==> src/sv/ctmr_pkg.sv <==
// shared types, constants and the digit font for the clock matrix renderer
package ctmr_pkg;

  localparam int CTMR_FRAME_ROWS    = 8;
  localparam int CTMR_FRAME_COLUMNS = 32;

  // item opcodes
  localparam logic OP_TICK = 1'b0;
  localparam logic OP_LOAD = 1'b1;

  // time rollover limits
  localparam logic [6:0] SEC_LIMIT  = 7'd60;
  localparam logic [6:0] MIN_LIMIT  = 7'd60;
  localparam logic [5:0] HOUR_LIMIT = 6'd24;
  localparam logic [3:0] WDAY_LIMIT = 4'd7;
  localparam logic [6:0] DAY_TOP    = 7'd127;
  localparam logic [6:0] DIGIT_MAX  = 7'd99;

  // temperature bar
  localparam logic signed [7:0] TEMP_LOW  = -8'sd30;
  localparam logic signed [7:0] TEMP_HIGH = 8'sd50;
  localparam logic [6:0]        TEMP_SPAN = 7'd80;
  localparam int                BAR_LEFT  = 13;
  localparam int                BAR_CELLS = 17;

  // frame layout
  localparam int WDAY_LEFT   = 1;
  localparam int MONTH_LEFT  = 9;
  localparam int DIGIT_TOP   = 2;
  localparam int DAY_LEFT    = 1;
  localparam int HOUR_LEFT   = 13;
  localparam int MIN_LEFT    = 22;
  localparam int DIGIT_PITCH = 4;
  localparam int COLON_LEFT  = 20;
  localparam int COLON_ROW_A = 3;
  localparam int COLON_ROW_B = 5;

  // 3x5 font, bit j of a row is column j from the left
  localparam logic [2:0] GLYPH_ROWS [10][5] = '{
    '{3'd7, 3'd5, 3'd5, 3'd5, 3'd7},
    '{3'd4, 3'd6, 3'd4, 3'd4, 3'd4},
    '{3'd7, 3'd4, 3'd7, 3'd1, 3'd7},
    '{3'd7, 3'd4, 3'd7, 3'd4, 3'd7},
    '{3'd5, 3'd5, 3'd7, 3'd4, 3'd4},
    '{3'd7, 3'd1, 3'd7, 3'd4, 3'd7},
    '{3'd7, 3'd1, 3'd7, 3'd5, 3'd7},
    '{3'd7, 3'd4, 3'd4, 3'd2, 3'd1},
    '{3'd7, 3'd5, 3'd7, 3'd5, 3'd7},
    '{3'd7, 3'd5, 3'd7, 3'd4, 3'd4}
  };

  typedef struct packed {
    logic load;
    logic tick;
    logic emit;
  } ctmr_cmd_t;

  typedef struct packed {
    logic last_row;
  } ctmr_status_t;

  function automatic logic [2:0] glyph_row(logic [3:0] digit, logic [2:0] line);
    logic [2:0] bits;
    bits = 3'd0;
    if (digit <= 4'd9 && line <= 3'd4) begin
      bits = GLYPH_ROWS[digit][line];
    end
    return bits;
  endfunction

endpackage

==> src/sv/ctmr_ctrl.sv <==
// sequencer: takes items, steps the row emission and owns the output valid
module ctmr_ctrl (
  input  logic                  clk,
  input  logic                  rst,
  input  logic                  item_valid,
  output logic                  item_ready,
  input  logic                  op,
  output logic                  row_valid,
  input  logic                  row_ready,
  output ctmr_pkg::ctmr_cmd_t   cmd,
  input  ctmr_pkg::ctmr_status_t status
);
  import ctmr_pkg::*;

  typedef enum logic [1:0] {
    ST_IDLE = 2'b01,
    ST_EMIT = 2'b10
  } state_t;

  state_t state;
  state_t state_next;
  logic   row_valid_next;
  logic   item_fire;
  logic   out_free;

  assign item_ready = (state == ST_IDLE);
  assign item_fire  = item_valid && item_ready;
  assign out_free   = !row_valid || row_ready;

  always_comb begin
    cmd.load = item_fire && (op == OP_LOAD);
    cmd.tick = item_fire && (op == OP_TICK);
    cmd.emit = (state == ST_EMIT) && out_free;
  end

  always_comb begin
    state_next = state;
    unique case (state)
      ST_IDLE: begin
        if (cmd.tick) begin
          state_next = ST_EMIT;
        end
      end
      ST_EMIT: begin
        if (cmd.emit && status.last_row) begin
          state_next = ST_IDLE;
        end
      end
      default: state_next = ST_IDLE;
    endcase
  end

  always_comb begin
    row_valid_next = row_valid;
    priority if (cmd.emit) begin
      row_valid_next = 1'b1;
    end else if (row_ready) begin
      row_valid_next = 1'b0;
    end
  end

  always_ff @(posedge clk) begin
    if (rst) begin
      state     <= ST_IDLE;
      row_valid <= 1'b0;
    end else begin
      state     <= state_next;
      row_valid <= row_valid_next;
    end
  end

endmodule

==> src/sv/ctmr_datapath.sv <==
// clock registers, tick arithmetic, row drawing and the output register
module ctmr_datapath #(
  parameter int FRAME_ROWS    = ctmr_pkg::CTMR_FRAME_ROWS,
  parameter int FRAME_COLUMNS = ctmr_pkg::CTMR_FRAME_COLUMNS
) (
  input  logic                   clk,
  input  logic                   rst,
  input  ctmr_pkg::ctmr_cmd_t    cmd,
  output ctmr_pkg::ctmr_status_t status,
  input  logic [5:0]             new_second,
  input  logic [5:0]             new_minute,
  input  logic [4:0]             new_hour,
  input  logic [6:0]             new_day,
  input  logic [2:0]             new_weekday,
  input  logic [3:0]             new_month,
  input  logic signed [7:0]      new_temperature,
  output logic [2:0]             row_index,
  output logic [31:0]            row_pixels,
  output logic                   last
);
  import ctmr_pkg::*;

  localparam int RW = $clog2(FRAME_ROWS);

  logic [5:0]        seconds_count;
  logic [5:0]        minutes_count;
  logic [4:0]        hours_count;
  logic [6:0]        day_count;
  logic [2:0]        weekday_count;
  logic [3:0]        month_num;
  logic signed [7:0] temperature_value;
  logic              colon_phase;
  logic              colon_lit;
  logic [6:0]        day_shown;
  logic              day_drawn;
  logic [RW-1:0]     row_cnt;

  logic [5:0] seconds_next;
  logic [5:0] minutes_next;
  logic [4:0] hours_next;
  logic [6:0] day_next;
  logic [2:0] weekday_next;

  logic [FRAME_COLUMNS-1:0] pix;

  // split a value below 100 into tens and ones, tens by reciprocal of ten
  function automatic logic [7:0] split_digits(logic [6:0] v);
    logic [16:0] prod;
    logic [3:0]  tens;
    logic [6:0]  ones;
    prod = {10'd0, v} * 17'd103;
    tens = 4'(prod >> 10);
    ones = v - 7'(7'(tens) * 7'd10);
    return {tens, ones[3:0]};
  endfunction

  // tick arithmetic: second step, then rollovers in order
  always_comb begin
    logic [6:0] s_inc;
    logic [6:0] m_inc;
    logic [5:0] h_inc;
    logic [3:0] w_inc;
    s_inc = {1'b0, seconds_count} + {6'd0, colon_phase};
    m_inc = {1'b0, minutes_count};
    h_inc = {1'b0, hours_count};
    w_inc = {1'b0, weekday_count};
    day_next = day_count;
    if (s_inc >= SEC_LIMIT) begin
      s_inc = 7'd0;
      m_inc = m_inc + 7'd1;
    end
    if (m_inc >= MIN_LIMIT) begin
      m_inc = 7'd0;
      h_inc = h_inc + 6'd1;
    end
    if (h_inc >= HOUR_LIMIT) begin
      h_inc = 6'd0;
      if (day_count < DAY_TOP) begin
        day_next = day_count + 7'd1;
      end
      w_inc = w_inc + 4'd1;
    end
    if (w_inc >= WDAY_LIMIT) begin
      w_inc = 4'd0;
    end
    seconds_next = s_inc[5:0];
    minutes_next = m_inc[5:0];
    hours_next   = h_inc[4:0];
    weekday_next = w_inc[2:0];
  end

  always_ff @(posedge clk) begin
    if (rst) begin
      seconds_count     <= '0;
      minutes_count     <= '0;
      hours_count       <= '0;
      day_count         <= '0;
      weekday_count     <= '0;
      month_num         <= '0;
      temperature_value <= '0;
      colon_phase       <= 1'b0;
      colon_lit         <= 1'b0;
      day_shown         <= '0;
      day_drawn         <= 1'b0;
      row_cnt           <= '0;
    end else begin
      if (cmd.load) begin
        seconds_count     <= new_second;
        minutes_count     <= new_minute;
        hours_count       <= new_hour;
        day_count         <= new_day;
        weekday_count     <= new_weekday;
        month_num         <= new_month;
        temperature_value <= new_temperature;
      end
      if (cmd.tick) begin
        seconds_count <= seconds_next;
        minutes_count <= minutes_next;
        hours_count   <= hours_next;
        day_count     <= day_next;
        weekday_count <= weekday_next;
        colon_lit     <= colon_phase;
        colon_phase   <= !colon_phase;
        row_cnt       <= '0;
        // day digits above 99 keep whatever was drawn before
        if (day_next <= DIGIT_MAX) begin
          day_shown <= day_next;
          day_drawn <= 1'b1;
        end
      end
      if (cmd.emit) begin
        row_cnt <= row_cnt + RW'(1);
      end
    end
  end

  assign status.last_row = (row_cnt == RW'(FRAME_ROWS - 1));

  // build the pixels of the row under the counter
  always_comb begin
    logic [6:0]  tc;
    logic [14:0] bar_prod;
    logic [4:0]  bar_n;
    logic [3:0]  m_idx;
    logic [3:0]  m_row;
    logic [2:0]  g;
    logic [7:0]  day_d;
    logic [7:0]  hour_d;
    logic [7:0]  min_d;
    pix = '0;

    if (temperature_value < TEMP_LOW) begin
      tc = 7'd0;
    end else if (temperature_value > TEMP_HIGH) begin
      tc = TEMP_SPAN;
    end else begin
      tc = 7'(temperature_value - TEMP_LOW);
    end
    bar_prod = {8'd0, tc} * 15'd205;
    bar_n    = 5'(bar_prod >> 10);

    if (month_num >= 4'd1 && month_num <= 4'd12) begin
      m_idx = month_num - 4'd1;
    end else begin
      m_idx = 4'd0;
    end
    m_row = 4'd1 + {1'b0, m_idx[3:1]};

    g      = 3'(row_cnt - RW'(DIGIT_TOP));
    day_d  = split_digits(day_shown);
    hour_d = split_digits({2'd0, hours_count});
    min_d  = split_digits({1'b0, minutes_count});

    if (row_cnt == RW'(0)) begin
      for (int i = 0; i < 7; i++) begin
        if (weekday_count == 3'(i)) begin
          pix[WDAY_LEFT + i] = 1'b1;
        end
      end
      for (int i = 0; i < BAR_CELLS; i++) begin
        if (5'(i) <= bar_n) begin
          pix[BAR_LEFT + i] = 1'b1;
        end
      end
    end

    if (row_cnt == RW'(m_row)) begin
      pix[MONTH_LEFT + int'(m_idx[0])] = 1'b1;
    end

    if (row_cnt >= RW'(DIGIT_TOP) && row_cnt <= RW'(DIGIT_TOP + 4)) begin
      if (day_drawn) begin
        pix[DAY_LEFT +: 3] = glyph_row(day_d[7:4], g);
        pix[DAY_LEFT + DIGIT_PITCH +: 3] = glyph_row(day_d[3:0], g);
      end
      pix[HOUR_LEFT +: 3] = glyph_row(hour_d[7:4], g);
      pix[HOUR_LEFT + DIGIT_PITCH +: 3] = glyph_row(hour_d[3:0], g);
      pix[MIN_LEFT +: 3] = glyph_row(min_d[7:4], g);
      pix[MIN_LEFT + DIGIT_PITCH +: 3] = glyph_row(min_d[3:0], g);
    end

    if (row_cnt == RW'(COLON_ROW_A) || row_cnt == RW'(COLON_ROW_B)) begin
      pix[COLON_LEFT +: 2] = {colon_lit, colon_lit};
    end
  end

  always_ff @(posedge clk) begin
    if (cmd.emit) begin
      row_index  <= row_cnt[2:0];
      row_pixels <= pix[31:0];
      last       <= status.last_row;
    end
  end

endmodule

==> src/sv/clock_tick_matrix_renderer.sv <==
// top level of the clock matrix renderer: sequencer plus datapath
//
//   channel | handshake              | payload
//   item    | item_valid, item_ready | op, new_second .. new_temperature
//   row     | row_valid, row_ready   | row_index, row_pixels, last
//
// a load item gives no rows
// a tick item first advances the clock, then gives FRAME_ROWS rows, one row a
// cycle while row_ready stays high, counted by the row counter in the datapath
// the next item is taken in the cycle after the last row enters the output register
// rst is synchronous and clears the clock to zero, colon off, day digits hidden
// a stalled row holds in the output register and the row counter waits
module clock_tick_matrix_renderer #(
  parameter int FRAME_ROWS    = ctmr_pkg::CTMR_FRAME_ROWS,
  parameter int FRAME_COLUMNS = ctmr_pkg::CTMR_FRAME_COLUMNS
) (
  input  logic              clk,
  input  logic              rst,
  input  logic              item_valid,
  output logic              item_ready,
  input  logic              op,
  input  logic [5:0]        new_second,
  input  logic [5:0]        new_minute,
  input  logic [4:0]        new_hour,
  input  logic [6:0]        new_day,
  input  logic [2:0]        new_weekday,
  input  logic [3:0]        new_month,
  input  logic signed [7:0] new_temperature,
  output logic              row_valid,
  input  logic              row_ready,
  output logic [2:0]        row_index,
  output logic [31:0]       row_pixels,
  output logic              last
);
  import ctmr_pkg::*;

  ctmr_cmd_t    cmd;
  ctmr_status_t status;

  ctmr_ctrl u_ctrl (
    .clk        (clk),
    .rst        (rst),
    .item_valid (item_valid),
    .item_ready (item_ready),
    .op         (op),
    .row_valid  (row_valid),
    .row_ready  (row_ready),
    .cmd        (cmd),
    .status     (status)
  );

  ctmr_datapath #(
    .FRAME_ROWS    (FRAME_ROWS),
    .FRAME_COLUMNS (FRAME_COLUMNS)
  ) u_datapath (
    .clk             (clk),
    .rst             (rst),
    .cmd             (cmd),
    .status          (status),
    .new_second      (new_second),
    .new_minute      (new_minute),
    .new_hour        (new_hour),
    .new_day         (new_day),
    .new_weekday     (new_weekday),
    .new_month       (new_month),
    .new_temperature (new_temperature),
    .row_index       (row_index),
    .row_pixels      (row_pixels),
    .last            (last)
  );

endmodule

==> config.mk <==
export PLATFORM = sky130hd
export DESIGN_NAME = clock_tick_matrix_renderer
export DESIGN_NICKNAME = d
export VERILOG_FILES = /design/src/sv/ctmr_pkg.sv /design/src/sv/ctmr_ctrl.sv /design/src/sv/ctmr_datapath.sv /design/src/sv/clock_tick_matrix_renderer.sv
export SDC_FILE = /design/constraint.sdc
export NUM_CORES = 1
export LEC_CHECK = 0
export BUFFER_PORTS_ARGS = -buffer_cell sky130_fd_sc_hd__buf_2
export CAP_MARGIN = 25
export CORE_ASPECT_RATIO = 0.7
export CORE_MARGIN = 1.5
export CORE_UTILIZATION = 35
export DETAILED_ROUTE_END_ITERATION = 7
export GPL_TIMING_DRIVEN = 0
export PLACE_DENSITY_LB_ADDON = 0.15
export SLEW_MARGIN = 20
export SYNTH_ARGS = -nofsm -noshare
export SYNTH_HDL_FRONTEND = slang
export SYNTH_SLANG_ARGS = --single-unit
==> constraint.sdc <==
create_clock -name clk -period 5.3 [get_ports clk]
set_clock_uncertainty 0.15 [all_clocks]
set_input_delay 0.53 -clock clk [delete_from_list [all_inputs] [get_ports clk]]
set_output_delay 0.53 -clock clk [all_outputs]
set_load 0.05 [all_outputs]
==> After elaboration in Yosys (flattened, before gate mapping) <==
Memory sizes are Yosys's and may differ from the RTL's.
Cells that the tools add are included.
{ "op_classes": {"shifts": 0, "mux": 103, "n_addsub": 14, "reduce_logical": 25, "multipliers": 7, "n_bitwise": 9, "n_lt_le_gt_ge": 45, "n_eq_ne": 14, "div": 0} }
{ "ops": {"columns": ["cell", "n"], "rows": [
  ["$mux 15", 12],
  ["$mux 3", 31],
  ["$mux 7", 8],
  ["$bmux 3 s3", 6],
  ["$mux 6", 7],
  ["$le 4x5->1 const A", 8],
  ["$ge 32x1->1 const B", 1],
  ["$lt 32x7->1 const B", 1],
  ["$or 30x32->32", 1],
  ["$ge 5x5->1 const B", 6],
  ["$mux 30", 1],
  ["$mux 1", 27],
  ["$le 3x5->1 const A", 4],
  ["$le 4x4->1 const B", 5],
  ["$not 4->5", 4],
  ["$mux 17", 1],
  ["$eq 3x3->1 const B", 5],
  ["$mul 7x8->15 const B", 1],
  ["$mux 5", 3],
  ["$ge 7x6->1 const B", 2],
  ["$logic_and 1x1->1", 14],
  ["$mul 7x7->14 const B", 1],
  ["$mul 6x7->13 const B", 1],
  ["$mul 5x7->12 const B", 1],
  ["other kinds (49)", 66]
]} }
{ "totals": {"ramBits": 0, "regBits": 91, "n_memories": 6, "in_bits": 44, "rom_bits": 1440, "word_cells": 241, "output_inout_bits": 38, "latch_bits": 0} }
{ "memory_table": {"columns": ["memory", "words", "width", "rd", "rd_ports_with_merged_regs", "wr", "line", "text"], "rows": [
  ["(name not given)", 16, 15, 1, 0, 0, "ctmr_pkg.sv:66", "bits = GLYPH_ROWS[digit][line];"],
  ["(name not given)", 16, 15, 1, 0, 0, "ctmr_pkg.sv:66", null],
  ["(name not given)", 16, 15, 1, 0, 0, "ctmr_pkg.sv:66", null],
  ["(name not given)", 16, 15, 1, 0, 0, "ctmr_pkg.sv:66", null],
  ["(name not given)", 16, 15, 1, 0, 0, "ctmr_pkg.sv:66", null],
  ["(name not given)", 16, 15, 1, 0, 0, "ctmr_pkg.sv:66", null]
]} }

==> Depth between registers and ports, before layout <==
{ "depth": {"ltp_word": 13, "mapped_depth": 24, "depth_no_buf": 23} }

==> Cells and area by module <==
From an unflattened synthesis, not the netlist that was laid out.
{ "unflattened": {"cells_unflattened": 1134, "hier_area_um2": 9724.3} }
{ "by_module_without_submodules": {"columns": ["mod", "area_each_um2", "instances", "seq_area_each_um2", "cells_each"], "rows": [
  ["ctmr_datapath", 9576.7, 1, 1941.9, 1120],
  ["ctmr_ctrl", 147.6, 1, 60.1, 14]
]} }

==> Worst setup path before layout <==
OpenSTA, ideal clock, no wires.
{ "synth_path": {"path_type": "reg-to-reg", "from": "register u_datapath.day_shown[0]", "to": "register u_datapath.row_pixels[6], data pin", "n_path_buf": 1, "stages_incl_launch_ff": 22, "setup_slack_ns": -0.368, "arrival_time_ns": 5.254, "required_time_ns": 4.886, "synth_period_minus_slack_ns": 5.668, "setup_time_ns": 0.264, "cell_sequence": "dfxtp_1 > ha_1 > ha_1 > inv_1 > fa_1 > fa_1 > inv_1 > ha_1 > a21o_1 > a21oi_1 > o21ai_0 > o21ai_0 > xor2_1 > inv_1 > fa_1 > xnor2_1 > xnor3_1 > xnor2_1 > clkbuf_1 > o21ai_0 > a221oi_1 > o21ai_0"} }
{ "synth_between": {"elab_chain_cells": 13, "elab_cells_between_ends": 15, "cone_classes": "add/sub (1); mul (2); order compare (1); mux (8); bitwise (1); reduce/logical (1); memory (1)"} }
{ "synth_lines": {"columns": ["item", "line", "text"], "rows": [
  ["start: declaration", "ctmr_datapath.sv:34", "logic [6:0] day_shown;"],
  ["start signal: assignment", "ctmr_datapath.sv:127", "day_shown <= day_next;"],
  ["$mul 7x7->14", "ctmr_datapath.sv:51", "prod = {10'd0, v} * 17'd103;"],
  ["$mul 4x3->3", "ctmr_datapath.sv:53", "ones = v - 7'(7'(tens) * 7'd10);"],
  ["$sub 4x4->4 (*)", "ctmr_datapath.sv:53", null],
  ["$not 4->5 (implied by the code)", "ctmr_pkg.sv:66", null],
  ["$mem_v2 16x15", null, null],
  ["$mux 15 (implied by the code) (2 in series)", "ctmr_pkg.sv:66", null],
  ["$bmux 3 s3", "ctmr_pkg.sv:66", null],
  ["$mux 3 (implied by the code) (2 in series)", "ctmr_pkg.sv:66", null],
  ["$mux 3 (*)", "ctmr_pkg.sv:65", "if (digit <= 4'd9 && line <= 3'd4) begin"],
  ["$mux 3 (*)", "ctmr_datapath.sv:192", "if (day_drawn) begin"],
  ["$mux 3 (*)", "ctmr_datapath.sv:191", "if (row_cnt >= RW'(DIGIT_TOP) && row_cnt <= RW'(DIGIT_TOP + 4)) begin"],
  ["via u_datapath.pix[6]", "ctmr_datapath.sv:44", "logic [FRAME_COLUMNS-1:0] pix;"],
  ["end signal: assignment", "ctmr_datapath.sv:210", "row_pixels <= pix[31:0];"],
  ["end: declaration", "ctmr_datapath.sv:18", "output logic [31:0] row_pixels,"]
]} }
The timed path passes the listed nets; every way through them passes the cells marked *. The select of a mux whose other input is x is not followed.
A chain may end at the register's enable or synchronous reset.

==> Worst setup path after layout <==
{ "layout_path": {"from": "register u_datapath.day_shown[4]", "to": "register u_datapath.row_pixels[6], data pin"} }
{ "layout_between": {"elab_chain_cells": 13, "elab_cells_between_ends": 15, "cone_classes": "add/sub (1); mul (2); order compare (1); mux (8); bitwise (1); reduce/logical (1); memory (1)"} }
{ "layout_lines": {"columns": ["item", "line"], "rows": [
  ["$mul 7x7->14 (*)", "ctmr_datapath.sv:51"],
  ["$mul 4x3->3 (*)", "ctmr_datapath.sv:53"],
  ["$sub 4x4->4 (*)", "ctmr_datapath.sv:53"],
  ["$not 4->5 (implied by the code)", "ctmr_pkg.sv:66"],
  ["$mem_v2 16x15", null],
  ["$mux 15 (implied by the code) (2 in series)", "ctmr_pkg.sv:66"],
  ["$bmux 3 s3", "ctmr_pkg.sv:66"],
  ["$mux 3 (implied by the code) (2 in series)", "ctmr_pkg.sv:66"],
  ["$mux 3 (*)", "ctmr_pkg.sv:65"],
  ["$mux 3 (*)", "ctmr_datapath.sv:192"],
  ["$mux 3 (*)", "ctmr_datapath.sv:191"],
  ["via u_datapath.pix[6]", "ctmr_datapath.sv:44"]
]} }
Marked as above.

==> flow_results.xml <==
<?xml version="1.0" encoding="UTF-8"?>
<metrics>
  <group name="outcome">
    <metric name="run_status" unit="">finished with violations</metric>
    <metric name="failed_checks" unit="">negative setup slack</metric>
  </group>
  <group name="logic_synthesis">
    <metric name="ys_seq_area_frac" unit="">0.212</metric>
    <metric name="synthCells" unit="">1131</metric>
    <metric name="synthArstFlopShare" unit="">0</metric>
    <metric name="post_synth_num_cell_types" unit="">84</metric>
    <metric name="synth-seq-cells" unit="">85</metric>
    <metric name="synth-warning-count" unit="">0</metric>
    <metric name="synth-main-ff-cell" unit="">dfxtp_1</metric>
    <metric name="syn_area_per_cell" unit="um2">8.35</metric>
    <metric name="synth.cell_area" unit="um2">9450</metric>
    <metric name="synth-edff-count" unit="">30</metric>
  </group>
  <group name="pwr">
    <metric name="p_total" unit="mW">3.68</metric>
    <metric name="power.share.sequential" unit="">0.215</metric>
    <metric name="vdd_ir_drop_max" unit="mV">0.198</metric>
    <metric name="power_density" unit="nW/um2">316</metric>
    <metric name="leakagePower" unit="nW">5.30</metric>
    <metric name="p_switching" unit="mW">1.56</metric>
    <metric name="combinationalPowerShare" unit="">0.591</metric>
    <metric name="share_clk_of_total_power" unit="">0.195</metric>
    <metric name="cellInternalPower" unit="mW">2.12</metric>
    <metric name="power.switching_fraction" unit="">0.423</metric>
  </group>
  <group name="global_routing">
    <metric name="grt.busiest_layer" unit="">met1</metric>
    <metric name="groute.layer.met2.usage" unit="">0.290</metric>
    <metric name="grt_antenna_before_repair" unit="">0</metric>
    <metric name="grt-ovfl-total" unit="">0</metric>
    <metric name="use_met1" unit="">0.329</metric>
    <metric name="groute.usage.overall" unit="">0.211</metric>
    <metric name="grt.met3_usage" unit="">0.0520</metric>
    <metric name="via_count_of_the_first_global_routing_pass" unit="">8206</metric>
    <metric name="grt_max_degree" unit="">35</metric>
    <metric name="grt_first_pass_wirelength" unit="um">45800</metric>
  </group>
  <group name="drt">
    <metric name="drt_wl_total" unit="um">29100</metric>
    <metric name="post-route-drc-count" unit="">0</metric>
    <metric name="routed_wire_length_per_instance" unit="um">17.9</metric>
    <metric name="drt_iter0_drc" unit="">645</metric>
    <metric name="vias_post_dr" unit="">8545</metric>
    <metric name="avgViaCountPerCell" unit="">5.27</metric>
    <metric name="final_antenna_net_count" unit="">0</metric>
    <metric name="firstDrtPassIters" unit="">5</metric>
  </group>
  <group name="placement">
    <metric name="dp_cells" unit="">1575</metric>
    <metric name="place.detailed.hpwl" unit="um">22300</metric>
    <metric name="gpl.final_weighted_congestion" unit="">0.917</metric>
    <metric name="portBuffers" unit="">75</metric>
  </group>
  <group name="floorplanning">
    <metric name="floorplan.io_pins" unit="">82</metric>
    <metric name="die_width" unit="um">199</metric>
    <metric name="die_area" unit="um2">28000</metric>
    <metric name="die-height" unit="um">140</metric>
    <metric name="core" unit="um2">26700</metric>
    <metric name="initial_utilization" unit="">0.355</metric>
    <metric name="num_rows" unit="">50</metric>
  </group>
  <group name="setup_path">
    <metric name="critical_path_peak_fanout" unit="">3</metric>
    <metric name="path_common_cell" unit="">ha_4</metric>
    <metric name="critical_path.max_stage_delay" unit="ps">530</metric>
    <metric name="crit_type" unit="">flop to flop</metric>
    <metric name="worstPathArrival" unit="ps">5420</metric>
    <metric name="cp-start-kind" unit="">flop</metric>
    <metric name="cpLargestDelayFamily" unit="">adder cells</metric>
    <metric name="crit_buf_inv" unit="">3</metric>
    <metric name="endpoint_kind" unit="">flop</metric>
    <metric name="worst_ep_required_time" unit="ps">5250</metric>
    <metric name="crit_chain" unit="">ha_4, ha_4, inv_2, fa_1, fa_1, inv_2, ha_4, a21o_1, a21oi_4, o21ai_4, a21o_1, a211o_4, ha_4, fa_2, xnor2_2, xnor3_1, xnor2_2, buf_4, nand3_1, o21ai_0, a221oi_2, o21ai_2</metric>
    <metric name="slowest_stage" unit="">fa_1</metric>
  </group>
  <group name="finish">
    <metric name="stdcell_count" unit="">1621</metric>
    <metric name="layout-drive-gt1-share" unit="">0.218</metric>
    <metric name="antenna-diode-count" unit="">0</metric>
    <metric name="final_nets" unit="">1496</metric>
    <metric name="area_delta_synth_final" unit="%">23.1</metric>
  </group>
  <group name="sta">
    <metric name="setup_viol" unit="">9</metric>
    <metric name="final_max_slew_viol_count" unit="">0</metric>
    <metric name="rsz0062_at_grt" unit="">true</metric>
    <metric name="timing.max_slew.rel_slack" unit="">0.400</metric>
    <metric name="postLayoutSetupSlackWorst" unit="ps">-166</metric>
    <metric name="max_freq" unit="GHz">0.183</metric>
    <metric name="tightest_slew" unit="ps">900</metric>
    <metric name="timing_hold_violations_final" unit="">0</metric>
    <metric name="period_minus_slack" unit="ps">5470</metric>
    <metric name="timing.final.crit_share" unit="">1.03</metric>
  </group>
  <group name="clocking">
    <metric name="htree_num_levels" unit="">3</metric>
    <metric name="clock_sink_count" unit="">85</metric>
    <metric name="tritoncts_clock_tree" unit="">done</metric>
    <metric name="clk-insertion-delay-late" unit="ps">370</metric>
    <metric name="clk_path_buf_depth" unit="">2</metric>
    <metric name="numCtsBuffers" unit="">9</metric>
    <metric name="cts.reportedPaths.clkPinSlew" unit="ps">70</metric>
    <metric name="cts_root_buffer" unit="">clkbuf_16</metric>
  </group>
  <group name="min_path">
    <metric name="hold_path_class" unit="">input pin to flop</metric>
  </group>
  <group name="flow_run">
    <metric name="max_cap_violations" unit="">0</metric>
  </group>
</metrics>
area by class of cell:
class,count,area (um2)
clock inverter,3,26.3
timing repair buffer,108,638
fill,2713,15000
inverter,120,458
buffer,44,225
multi-input combinational,884,7480
tap,364,455
sequential,85,2040
clock buffer,13,303
power groups by stage:
stage	clock [mW]	combinational, mW	sequential [mW]
3_5_place_dp	0	1.66	0.802
2_1_floorplan	0	1.26	0.799
5_1_grt	0.751	2.41	0.795
4_1_cts	0.732	1.96	0.788
3_3_place_gp	0	1.66	0.802
6_report	0.716	2.17	0.789
metal layers:
layer  wire length [um]  vias to the layer above
met5                  0                        -
met2              11400                      260
met3               2080                       23
met1              15200                     4000
met4                321                        0
li1                   -                     4262
cell families after synthesis:
| kind of cell | count (synthesis) | share of synthesized area |
|---|---|---|
| compound gates | 317 | 0.220 |
| simple gates | 303 | 0.145 |
| fa+ha+maj | 200 | 0.289 |
| buf+inv | 167 | 0.0714 |
| flops | 85 | 0.212 |
| xor+xnor | 40 | 0.0430 |
| mux | 18 | 0.0203 |
| other cells | 1 | 0.000397 |
path summary, 6_finish.rpt:
kind,from,endpoint,slack (ps),cells past startpoint
setup reg to reg,u_datapath.day_shown[4],u_datapath.row_pixels[6],-170,22
setup / recovery,u_datapath.day_shown[4],u_datapath.row_pixels[6],-170,22
hold reg to reg,u_datapath.month_num[1],u_datapath.month_num[1],320,2
hold / removal,new_temperature[3],u_datapath.temperature_value[3],240,3
registers in the layout, summed over array words and instances (netlist names), 4 cells and up:
signal,flops
u_datapath.row_pixels,26
u_datapath.temperature_value,8
u_datapath.day_count,7
u_datapath.day_shown,7
u_datapath.minutes_count,6
u_datapath.seconds_count,6
u_datapath.hours_count,5
u_datapath.month_num,4
tightest hold or removal path: stages:
cell and delay (ps):
buf_2 100, nand2_1 50, a21oi_1 50
timing repair:
| item | 4_1_cts | 5_1_grt |
|---|---|---|
| pin swaps | 56 | 35 |
| setup buffers | 23 | 10 |
| gates cloned | 0 | 0 |
| hold buffers | 0 | 0 |
| setup endpoints to repair | 19 | 19 |
| resized for setup | 97 | 41 |
layout by cell type, fill, tap and decap left out, types with 11 or more instances in the layout:
cell,n
o211ai_1,15
inv_1,109
clkbuf_1,29
ha_1,152
mux2i_1,15
o21ai_0,52
fa_1,28
a21o_1,12
nand2b_1,12
nor2_1,69
nand3_1,36
xnor2_1,20
clkbuf_16,11
ha_4,17
nand2_1,114
a21oi_1,94
nor3_1,11
edfxtp_1,30
a31oi_1,12
buf_2,76
buf_4,35
dfxtp_1,40
synth_stat cells (9+ instances only):
library cell | number | area [um2]
ha_1 | 170 | 2130
clkbuf_1 | 33 | 124
a31oi_1 | 15 | 93.8
a21o_1 | 12 | 90.1
nand2_1 | 118 | 443
o211ai_1 | 15 | 113
dfxtp_1 | 55 | 1100
a211oi_1 | 9 | 67.6
xnor2_1 | 25 | 219
a21oi_1 | 104 | 521
nor2_1 | 77 | 289
nor3_1 | 13 | 65.1
o21ai_0 | 63 | 315
inv_1 | 120 | 450
nand3_1 | 37 | 185
edfxtp_1 | 30 | 901
mux2i_1 | 15 | 150
fa_1 | 30 | 601
nand2b_1 | 12 | 75.1
xor2_1 | 11 | 96.3
metrics by stage:
step / worst slack, ps / cell area, um2 / utilization / hold slack, ps / setup TNS, ps
3_5_place_dp: -755 / 10400 / 0.391 / 316 / -9460
4_1_cts: -152 / 11300 / 0.425 / 233 / -558
6_report: -166 / 11600 / 0.436 / 241 / -718
3_3_place_gp: -760 / 10400 / 0.391 / 308 / -9530
2_1_floorplan: -9.50 / 9580 / - / 289 / -9.50
5_1_grt: -384 / 11600 / 0.436 / 240 / -4590
Power figures use the tool's default switching activity.
